$ cat src/rtl/lpfd_pkg.sv
// ----------------------------------------------------------------------------
// lpfd_pkg: shared definitions for the length-prefixed frame deframer
// Constants, result kinds and the result record passed between the parser
// and the top level.
// ----------------------------------------------------------------------------
package lpfd_pkg;

    // Register map
    localparam int unsigned CFG_ADDR_W      = 3;
    localparam logic        REG_IDX_MAX_LEN = 1'b0;
    localparam logic [31:0] MAX_LEN_RESET   = 32'd10485760;

    // Header layout
    localparam logic [31:0] HEADER_BYTES = 32'd8;
    localparam logic [3:0]  POS_LEN_LAST = 4'd3;
    localparam logic [3:0]  POS_CMD_LAST = 4'd7;
    localparam logic [3:0]  POS_BODY     = 4'd8;

    typedef enum logic [1:0] {
        KIND_BODY  = 2'd0,
        KIND_EMPTY = 2'd1,
        KIND_ERROR = 2'd2
    } kind_t;

    typedef struct packed {
        kind_t              kind;
        logic [7:0]         body_byte;
        logic signed [31:0] command_id;
        logic [31:0]        packet_length;
        logic               last;
    } result_t;

endpackage

$ cat src/rtl/lpfd_cfg_regs.sv
// ----------------------------------------------------------------------------
// lpfd_cfg_regs: configuration register file
// APB-style slave holding the maximum packet length.
// ----------------------------------------------------------------------------
module lpfd_cfg_regs
    import lpfd_pkg::*;
(
    input  logic                  clk,
    input  logic                  rst_n,
    input  logic                  psel,
    input  logic                  penable,
    input  logic                  pwrite,
    input  logic [CFG_ADDR_W-1:0] paddr,
    input  logic [31:0]           pwdata,
    output logic [31:0]           prdata,
    output logic                  pready,
    output logic [31:0]           max_len
);

    logic        wr_en;
    logic [31:0] max_len_reg;

    // Decode a completed write to the maximum length register
    assign wr_en = psel && penable && pwrite && (paddr[2] == REG_IDX_MAX_LEN);

    always_ff @(posedge clk or negedge rst_n)
    begin
        if (!rst_n)
        begin
            max_len_reg <= MAX_LEN_RESET;
        end
        else if (wr_en)
        begin
            max_len_reg <= pwdata;
        end
    end

    // Read back; no wait states
    assign prdata  = (paddr[2] == REG_IDX_MAX_LEN) ? max_len_reg : 32'd0;
    assign pready  = 1'b1;
    assign max_len = max_len_reg;

endmodule

$ cat src/rtl/lpfd_parser.sv
// ----------------------------------------------------------------------------
// lpfd_parser: header and body tracker
// Consumes one byte per step, assembles the header and produces at most
// one result per byte. Goes dead after a malformed length.
// ----------------------------------------------------------------------------
module lpfd_parser
    import lpfd_pkg::*;
(
    input  logic        clk,
    input  logic        rst_n,
    input  logic        step,
    input  logic [7:0]  rx_byte,
    input  logic [31:0] max_len,
    output logic        res_valid,
    output result_t     res,
    output logic        dead
);

    logic [3:0]  pos_reg,  pos_next;
    logic [31:0] len_reg,  len_next;
    logic [31:0] cmd_reg,  cmd_next;
    logic [31:0] rem_reg,  rem_next;
    logic        dead_reg, dead_next;

    // Work out the next state and the result for this byte
    always_comb
    begin
        logic [3:0]  pos;
        logic [31:0] len_new;
        logic [31:0] cmd_new;
        logic [31:0] rem_dec;
        logic [31:0] body_len;

        pos_next  = pos_reg;
        len_next  = len_reg;
        cmd_next  = cmd_reg;
        rem_next  = rem_reg;
        dead_next = dead_reg;
        res_valid = 1'b0;
        res       = '{kind: KIND_BODY, body_byte: 8'd0, command_id: 32'sd0,
                      packet_length: 32'd0, last: 1'b0};

        pos      = ((pos_reg >= POS_BODY) && (rem_reg == 32'd0)) ? 4'd0 : pos_reg;
        len_new  = {len_reg[23:0], rx_byte};
        cmd_new  = {cmd_reg[23:0], rx_byte};
        rem_dec  = rem_reg - 32'd1;
        body_len = len_reg - HEADER_BYTES;

        if (step && !dead_reg)
        begin
            pos_next = pos;
            if (pos >= POS_BODY)
            begin
                // Body byte: emit and count down
                rem_next  = rem_dec;
                res_valid = 1'b1;
                res       = '{kind: KIND_BODY, body_byte: rx_byte,
                              command_id: signed'(cmd_reg),
                              packet_length: len_reg, last: (rem_dec == 32'd0)};
                if (rem_dec == 32'd0)
                begin
                    pos_next = 4'd0;
                end
            end
            else if (pos <= POS_LEN_LAST)
            begin
                // Length bytes; check the length on the last one
                len_next = len_new;
                if ((pos == POS_LEN_LAST) &&
                    ((len_new < HEADER_BYTES) || (len_new > max_len)))
                begin
                    dead_next = 1'b1;
                    res_valid = 1'b1;
                    res       = '{kind: KIND_ERROR, body_byte: 8'd0,
                                  command_id: 32'sd0,
                                  packet_length: len_new, last: 1'b1};
                end
                else
                begin
                    pos_next = pos + 4'd1;
                end
            end
            else
            begin
                // Command id bytes; start the body on the last one
                cmd_next = cmd_new;
                if (pos == POS_CMD_LAST)
                begin
                    rem_next = body_len;
                    if (body_len == 32'd0)
                    begin
                        pos_next  = 4'd0;
                        res_valid = 1'b1;
                        res       = '{kind: KIND_EMPTY, body_byte: 8'd0,
                                      command_id: signed'(cmd_new),
                                      packet_length: len_reg, last: 1'b1};
                    end
                    else
                    begin
                        pos_next = POS_BODY;
                    end
                end
                else
                begin
                    pos_next = pos + 4'd1;
                end
            end
        end
    end

    always_ff @(posedge clk or negedge rst_n)
    begin
        if (!rst_n)
        begin
            pos_reg  <= 4'd0;
            len_reg  <= 32'd0;
            cmd_reg  <= 32'd0;
            rem_reg  <= 32'd0;
            dead_reg <= 1'b0;
        end
        else
        begin
            pos_reg  <= pos_next;
            len_reg  <= len_next;
            cmd_reg  <= cmd_next;
            rem_reg  <= rem_next;
            dead_reg <= dead_next;
        end
    end

    assign dead = dead_reg;

endmodule

$ cat src/rtl/length_prefixed_frame_deframer.sv
// ----------------------------------------------------------------------------
// length_prefixed_frame_deframer: byte stream to packet body deframer
// Splits a stream of length-prefixed packets into tagged body bytes.
// ----------------------------------------------------------------------------
// Usage:
//   Input channel (in_valid / in_stall / rx_byte) takes one received byte per
//   request. Each packet is an 8-byte big-endian header (32-bit total length,
//   32-bit signed command id) followed by the body.
//   Output channel (out_valid / out_stall / result fields) carries one request
//   per body byte, one per empty-body packet, and one for a bad length.
//   After a bad length the block drops every byte until reset.
//   The APB port holds max_packet_length at address 0 (reset 10485760).
// Timing:
//   One byte per cycle sustained while the receiver does not stall. A byte is
//   registered at the input, parsed from there and its result lands in the
//   output register, which presents it until it is taken. Header bytes give
//   no result, but for a bad length and for a packet with an empty body.
//   When the receiver stalls, the output register holds; an empty input
//   register still takes one more byte, then in_stall rises until the output
//   drains.
//   Reset clears the parser state, restores the default maximum and empties
//   both registers.
// ----------------------------------------------------------------------------
module length_prefixed_frame_deframer
    import lpfd_pkg::*;
(
    input  logic                  clk,
    input  logic                  rst_n,
    // byte input
    input  logic                  in_valid,
    output logic                  in_stall,
    input  logic [7:0]            rx_byte,
    // result output
    output logic                  out_valid,
    input  logic                  out_stall,
    output logic [1:0]            result_kind,
    output logic [7:0]            body_byte,
    output logic signed [31:0]    command_id,
    output logic [31:0]           packet_length,
    output logic                  last_of_packet,
    // configuration
    input  logic                  psel,
    input  logic                  penable,
    input  logic                  pwrite,
    input  logic [CFG_ADDR_W-1:0] paddr,
    input  logic [31:0]           pwdata,
    output logic [31:0]           prdata,
    output logic                  pready
);

    logic        in_valid_reg, in_valid_next;
    logic [7:0]  in_byte_reg;
    logic        out_valid_reg, out_valid_next;
    result_t     out_res_reg;
    logic        advance;
    logic        step;
    logic        res_valid;
    result_t     res;
    logic        dead;
    logic [31:0] max_len;

    lpfd_cfg_regs u_cfg (
        .clk     (clk),
        .rst_n   (rst_n),
        .psel    (psel),
        .penable (penable),
        .pwrite  (pwrite),
        .paddr   (paddr),
        .pwdata  (pwdata),
        .prdata  (prdata),
        .pready  (pready),
        .max_len (max_len)
    );

    lpfd_parser u_parser (
        .clk       (clk),
        .rst_n     (rst_n),
        .step      (step),
        .rx_byte   (in_byte_reg),
        .max_len   (max_len),
        .res_valid (res_valid),
        .res       (res),
        .dead      (dead)
    );

    // Advance the parse stage unless a result is held by the receiver
    assign advance  = !out_valid_reg || !out_stall;
    assign step     = in_valid_reg && advance;
    assign in_stall = in_valid_reg && !advance;

    // Input register: load on accept, drain on advance
    always_comb
    begin
        if (in_valid && !in_stall)
        begin
            in_valid_next = 1'b1;
        end
        else if (advance)
        begin
            in_valid_next = 1'b0;
        end
        else
        begin
            in_valid_next = in_valid_reg;
        end
    end

    assign out_valid_next = advance ? (step && res_valid) : out_valid_reg;

    always_ff @(posedge clk or negedge rst_n)
    begin
        if (!rst_n)
        begin
            in_valid_reg  <= 1'b0;
            out_valid_reg <= 1'b0;
        end
        else
        begin
            in_valid_reg  <= in_valid_next;
            out_valid_reg <= out_valid_next;
        end
    end

    // Payload registers
    always_ff @(posedge clk)
    begin
        if (in_valid && !in_stall)
        begin
            in_byte_reg <= rx_byte;
        end
        if (step && res_valid)
        begin
            out_res_reg <= res;
        end
    end

    assign out_valid      = out_valid_reg;
    assign result_kind    = out_res_reg.kind;
    assign body_byte      = out_res_reg.body_byte;
    assign command_id     = out_res_reg.command_id;
    assign packet_length  = out_res_reg.packet_length;
    assign last_of_packet = out_res_reg.last;

    // A dead link produces nothing more
    assert property (@(posedge clk) disable iff (!rst_n)
        (dead && step) |-> !res_valid)
        else $error("result produced after link went dead");

    // An error result always closes its packet and kills the link
    assert property (@(posedge clk) disable iff (!rst_n)
        (step && res_valid && (res.kind == KIND_ERROR)) |=> (dead && out_res_reg.last))
        else $error("error result without dead link or last flag");

    // A held result is never dropped
    assert property (@(posedge clk) disable iff (!rst_n)
        (out_valid_reg && out_stall) |=> out_valid_reg)
        else $error("stalled result lost");

endmodule

$ cat config.mk
export PLATFORM = sky130hd
export DESIGN_NAME = length_prefixed_frame_deframer
export DESIGN_NICKNAME = d
export VERILOG_FILES = /design/src/rtl/lpfd_pkg.sv /design/src/rtl/lpfd_cfg_regs.sv /design/src/rtl/lpfd_parser.sv /design/src/rtl/length_prefixed_frame_deframer.sv
export SDC_FILE = /design/constraint.sdc
export NUM_CORES = 1
export LEC_CHECK = 0
export BUFFER_PORTS_ARGS = -buffer_cell sky130_fd_sc_hd__buf_2
export CELL_PAD_IN_SITES_DETAIL_PLACEMENT = 2
export CELL_PAD_IN_SITES_GLOBAL_PLACEMENT = 2
export CORE_ASPECT_RATIO = 0.8
export CORE_MARGIN = 8
export CORE_UTILIZATION = 34
export DETAILED_ROUTE_END_ITERATION = 6
export PLACE_DENSITY = 0.86
export SYNTH_ARGS = -nofsm -noshare
export SYNTH_HDL_FRONTEND = slang
export SYNTH_HIERARCHICAL = 1
export SYNTH_SLANG_ARGS = --single-unit
$ cat constraint.sdc
create_clock -name clk -period 7.6 [get_ports clk]
set_input_delay 1.52 -clock clk [delete_from_list [all_inputs] [get_ports clk]]
set_output_delay 1.52 -clock clk [all_outputs]
set_load 0.1 [all_outputs]
==> metrics.md, run 1 <==
| Metric | Value |
|---|---|
| Net Count, Synth | 1209 |
| Slew @ Worst Pin | 1.13 ns |
| Worst rel slew slack | 24.7% |
| CP endpoint kind | register |
| Slowest stage delay, CP | 0.56 ns |
| Die area | 41600 sq um |
| Area delta synth->final | 16.0% |
| HPWL after DPL | 30100 um |
| GP Congestion | 0.820 |
| Fin Clk Skew | 0.0191 ns |
| Cells after Synth | 1123 |
| TNS Setup | 0 ns |
| Final min period | 5.43 ns |
| Peak supply drop | 0.000178 V |
| Status | finished, final reports clean |
| Peak Freq | 184 MHz |
| WHS Path Cells | 1 |
| Postcts setup bufs | 0 |
| Initial antenna violation count | 1 |
| Post-synth EDFFs | 83 |
| Register area share after synthesis | 48.9% |
| Yosys cell types | 76 |
| Initial DRC count | 581 |
| Number of port buffers | 156 |
| Setup WS post-layout | 2.17 ns |
| DIE HEIGHT | 184 um |
| Worst Hold Class | reg -> reg |
| Post-synth top cells | 133 x dfrtp_1, 116 x nand2_1, 83 x edfxtp_1 |
| Post-route ant nets | 0 |
| Vias per inst | 5.61 |
| Hold slack | 0.511 ns |
| Critical path launch point type | register |
| DRC errors left | 0 |
| Global-route usage over all layers | 20.7% |
| Core Box Area | 34800 sq um |
| FF+latch area | 5870 sq um |
| Multi-input gate area | 5630 sq um |
| Skew-Pair Late Insertion Delay | 0.55 ns |
| Clock sink count | 218 |
| Yosys top cell by area | dfrtp_1 |
| Die Wd | 226 um |
| Mapped cell area | 12000 sq um |
| Count leader, synth | dfrtp_1 |
| Final period util | 71.4% |
| Yosys top cell area share | 27.7% |
| CTS Buf Count | 24 |
| Largest net degree at the start of global routing | 79 |
| Fin. Hold Viols | 0 |
| Crit path kind | reg -> reg |
| Final non-filler cell total | 1728 |
| # setup viols final | 0 |
| Place WS | 2.27 ns |
| Drt wl/cell | 25.1 um |
| Fin nets | 1323 |
| Starting Density | 34.5% |
| Std-Cell Rows | 61 |
| Vias in the first global route | 10800 |
| Clock Tree Root | clkbuf_16 |
| Primary FF master, synth | dfrtp_1 |
| H-tree depth | 1 |
| Worst path cell trace | inv_1, ha_1, nor4b_1, nand4b_1, nor4_2, nor2b_1, ha_1, nand3b_1, nand4b_1, nor4_1, o2111ai_1, nor4_1, nand4b_2, a31oi_1, nand2_1, a21oi_4, buf_4 |
| Num ports | 160 |
| Crit path DAT | 5.60 ns |
| Asr flop ratio synth | 61.9% |
| Max_cap viols | 0 |
| RSZ-0062 raised after global routing | false |
| Grt ovf | 0 |
| 1st-pass router iterations | 4 |
| Placed Cells | 1683 |
| Lkg Pwr | 0.00596 uW |
| Layout fillers | 3705 |
| Worst Path Max Fanout | 42 |
| Pwr dens | 421 nW/um^2 |
| Reg2reg path depth | 17 |
| Post-CTS Resized | 0 |
| Syn avg cell area | 10.7 sq um |
| Hold buffer count at cts | 0 |
| Longest Clk Path Bufs | 3 |
| Critical-path top delay cell | dfrtp_1 |
| WP data required | 7.77 ns |
| Vias | 9693 |
| Clk pin slew, worst setup/hold paths | 0.06 ns |
| CTS tree | built |
| Yosys warnings | 6 |
| Flops & latches, synth | 218 |
| First-pass GRT wire length | 67600 um |
| Area contributors post-synth | dfrtp_1 28%, edfxtp_1 21%, mux2_2 5.7% |
| Share of layout cells above drive strength 1 | 27.5% |
| Final Max Slew Viols | 0 |
| Final WL | 43300 um |
[power by group]
group | internal [uW] | total [uW] | switching, uW
registers | 1590 | 2130 | 540
logic | 751 | 2540 | 1790
clock network | 671 | 1190 | 521
[layer usage]
metal  part of all wire [%]  vias up  track usage, %
met1                     45     5113            27.3
met5                      0        -               0
met3                    3.7       60            2.87
met4                    1.9        0            4.49
met2                     50      206            36.0
li1                       -     4314               -
[critical path: cells and delay by family, from the launching register on]
family	cells	cell delay [ns]
AO/OA/AOI/OAI	3	0.79
buffers and inverters	2	0.63
AND/OR/NAND/NOR	10	2.53
adder cells (fa/ha/maj)	2	0.51
flip-flops	1	0.56
[cells in the final DEF (no fill, tap or decap), drive strengths merged, types with 7 or more instances in the layout]
cell    netlist  final
o22ai         7      7
nand2       117    117
a21oi        46     46
ha           36     36
or3          15     15
nand4b        8      8
a22o         44     44
edfxtp       83     83
buf          20    165
nor4b         7      7
o21ai        63     63
or2           8      8
clkinv        0     12
dfrtp       133    133
xor2         12     12
nor4         23     23
and2         10     10
nand3        28     28
nor3         34     34
nor2b        37     37
clkbuf       57     29
xnor2        14     14
inv          52     52
nand4        22     22
mux2         91     91
a21boi       26     26
nor2         49     49
[logic make-up (layout without fill, tap and decap cells)]
logic type | Yosys count | after routing | share of synthesized area, %
XOR/XNOR | 26 | 26 | 1.90
AO/OA/AOI/OAI | 237 | 237 | 13.7
adder cells (fa/ha/maj) | 36 | 36 | 3.75
flip-flops | 218 | 218 | 48.9
AND/OR/NAND/NOR | 383 | 383 | 17.4
multiplexers | 93 | 93 | 9.64
buffers and inverters | 129 | 261 | 4.70
other | 1 | 2 | 0.0312
[final timing paths]
kind                                            from                    to  slack (ns)
min in group asynchronous                      rst_n     u_cfg/max_len[30]        1.04
worst max register to register   u_parser/rem_reg[0]        result_kind[0]        2.17
worst max-delay path             u_parser/rem_reg[0]        result_kind[0]        2.17
worst min-delay path            u_parser/cmd_reg[30]  u_parser/cmd_reg[30]        0.51
max in group asynchronous                      rst_n  u_parser/cmd_reg[22]        5.19
worst min register to register  u_parser/cmd_reg[30]  u_parser/cmd_reg[30]        0.51
[layout make-up]
class / count / share of cell area [%]
well taps: 472 / 4.24
flip-flops and latches: 218 / 42.2
repair buffers: 165 / 6.13
diodes: 1 / 0.0180
multi-input cells: 776 / 40.4
inverters: 52 / 1.40
clock inverters: 15 / 1.01
clock buffers: 29 / 4.59
[through the flow]
step | instance area [sq um] | util (%) | power, uW
2_1_floorplan | 12000 | - | 3900
3_3_place_gp | 13100 | 37.8 | 4440
3_5_place_dp | 13100 | 37.8 | 4630
4_1_cts | 13900 | 40.0 | 5880
5_1_grt | 13900 | 40.0 | 6140
6_report | 13900 | 40.0 | 5870
Power figures use the tool's default switching activity.
==> run 2: changes to the inputs <==
==> constraint.sdc (replaced) <==
create_clock -name clk -period 4.5 [get_ports clk]
set_input_delay 0.9 -clock clk [delete_from_list [all_inputs] [get_ports clk]]
set_output_delay 0.9 -clock clk [all_outputs]
set_load 0.1 [all_outputs]
==> metrics.md, run 2 (synthesis results as in run 1) <==
| Metric | Value |
|---|---|
| Clock sink count | 218 |
| First-pass GRT wire length | 73200 um |
| Largest net degree at the start of global routing | 95 |
| Post-route ant nets | 0 |
| Core Box Area | 34800 sq um |
| H-tree depth | 1 |
| Worst Path Max Fanout | 33 |
| Status | finished, final reports clean |
| Commonest non-fill, non-tap cell in the layout | buf_2 |
| Worst flop-to-flop path endpoint | packet_length[26] |
| Grt ovf | 0 |
| Reg2reg path depth | 18 |
| Final Max Slew Viols | 0 |
| WP data required | 4.72 ns |
| Std-Cell Rows | 61 |
| Final min period | 4.30 ns |
| Hold buffer count at cts | 0 |
| Worst rel slew slack | 28.2% |
| Place WS | 0.444 ns |
| CTS tree | built |
| Die Wd | 226 um |
| Lkg Pwr | 0.00620 uW |
| Critical-path top delay cell | dfrtp_1 |
| Number of port buffers | 156 |
| Setup WS post-layout | 0.200 ns |
| GP Congestion | 0.821 |
| # setup viols final | 0 |
| Area delta synth->final | 19.6% |
| Fin nets | 1365 |
| Final period util | 95.6% |
| Global-route usage over all layers | 22.8% |
| Area after DPL | 13500 sq um |
| Slowest stage delay, CP | 0.39 ns |
| Vias per inst | 5.77 |
| Util after Layout | 41.3% |
| CP endpoint kind | register |
| DRC errors left | 0 |
| RSZ-0062 raised after global routing | false |
| Finished Cell Area | 14400 sq um |
| Longest Clk Path Bufs | 3 |
| Skew-Pair Late Insertion Delay | 0.56 ns |
| Worst Setup SP | u_parser/rem_reg[1] |
| Final WL | 48500 um |
| Critical path launch point type | register |
| Most frequent cells in the layout | 155 x buf_2, 133 x dfrtp_1, 116 x nand2_1 |
| Crit path DAT | 4.52 ns |
| Share of layout cells above drive strength 1 | 30.1% |
| Die area | 41600 sq um |
| Crit path to | packet_length[26] |
| CTS Buf Count | 24 |
| Worst path cell trace | inv_2, ha_4, nor4b_4, nand4b_1, nor4_4, nor2_1, ha_2, nand3b_1, nand4b_1, nor4_1, o2111ai_1, nor4_2, nand4b_2, a31oi_2, nand2_1, a21oi_4, buf_12, buf_12 |
| Fin. Hold Viols | 0 |
| Peak supply drop | 0.000495 V |
| Drt wl/cell | 27.4 um |
| Initial antenna violation count | 3 |
| 1st-pass router iterations | 5 |
| Num ports | 160 |
| Worst Hold Class | in -> async |
| Fin Clk Skew | 0.0320 ns |
| Max_cap viols | 0 |
| Clock Tree Root | clkbuf_16 |
| Peak Freq | 233 MHz |
| Slew @ Worst Pin | 1.07 ns |
| Flop-to-flop setup slack | 0.20 ns |
| Vias | 10200 |
| Crit path kind | reg -> reg |
| Clk pin slew, worst setup/hold paths | 0.07 ns |
| DIE HEIGHT | 184 um |
| Pwr dens | 728 nW/um^2 |
| Initial DRC count | 686 |
| HPWL after DPL | 31800 um |
| Vias in the first global route | 11300 |
| Starting Density | 34.5% |
| Reg-to-Reg Start | u_parser/rem_reg[1] |
==> run 2: cell count changes in the layout (fill, tap and decap cells not counted), moves of 2 or more <==
cell	change
ha_1	-2
buf_4	+37
inv_1	-2
clkinv_4	-2
clkbuf_1	+3
buf_12	+4
==> run 2: metrics by stage <==
step	instances	hold slack [ns]	power (uW)	TNS, ns
after floorplan	1123	0.454	6620	-7.65
after global placement	1722	0.465	7770	0
after detailed placement	1722	0.501	8100	0
after CTS	1766	0.497	10400	0
after global routing	1770	0.505	10800	0
final	1770	0.441	10500	0
==> run 2: timing repair <==
| item | CTS | global route |
|---|---|---|
| buffers inserted | 0 | 2 |
| endpoints found under the setup margin | 0 | 75 |
| gates resized for setup | 0 | 2 |
==> run 2: critical path: cells and delay by family (launching register included) <==
family,cells,cell delay [ns]
AO/OA/AOI/OAI,3,0.69
adder cells (fa/ha/maj),2,0.41
buffers and inverters,3,0.42
flip-flops,1,0.39
AND/OR/NAND/NOR,10,2.00
==> run 2: routing by layer <==
layer  share of wire (%)  up-vias  global-route usage (%)
li1                    -     4393                       -
met1                  41     5396                    27.8
met2                  51      319                    40.2
met3                 4.9       98                    4.29
met4                 2.9        4                    7.38
met5               0.066        -                       0
==> run 2: power breakdown <==
group	internal, uW	switching [uW]
clock	1180	901
sequential	2690	684
combinational	1480	3530
total	5350	5110
==> run 2: how the worst min path moves through the flow <==
stage	endpoint	slack (ns)
after global routing	u_cfg/max_len[27]	0.50
after floorplan	u_parser/dead	0.45
final	u_cfg/max_len[29]	0.44
after CTS	in_byte_reg[7]	0.50
after detailed placement	u_parser/cmd_reg[30]	0.50
after global placement	u_parser/dead	0.47
==> run 2: layout make-up <==
type	count	area, sq um
timing repair buffer	207	1240
fill	3686	20400
tap	472	591
antenna	1	2.50
clock buffer	31	637
clock inverter	13	153
inverter	52	198
sequential	218	5870
multi-input combinational	776	5680
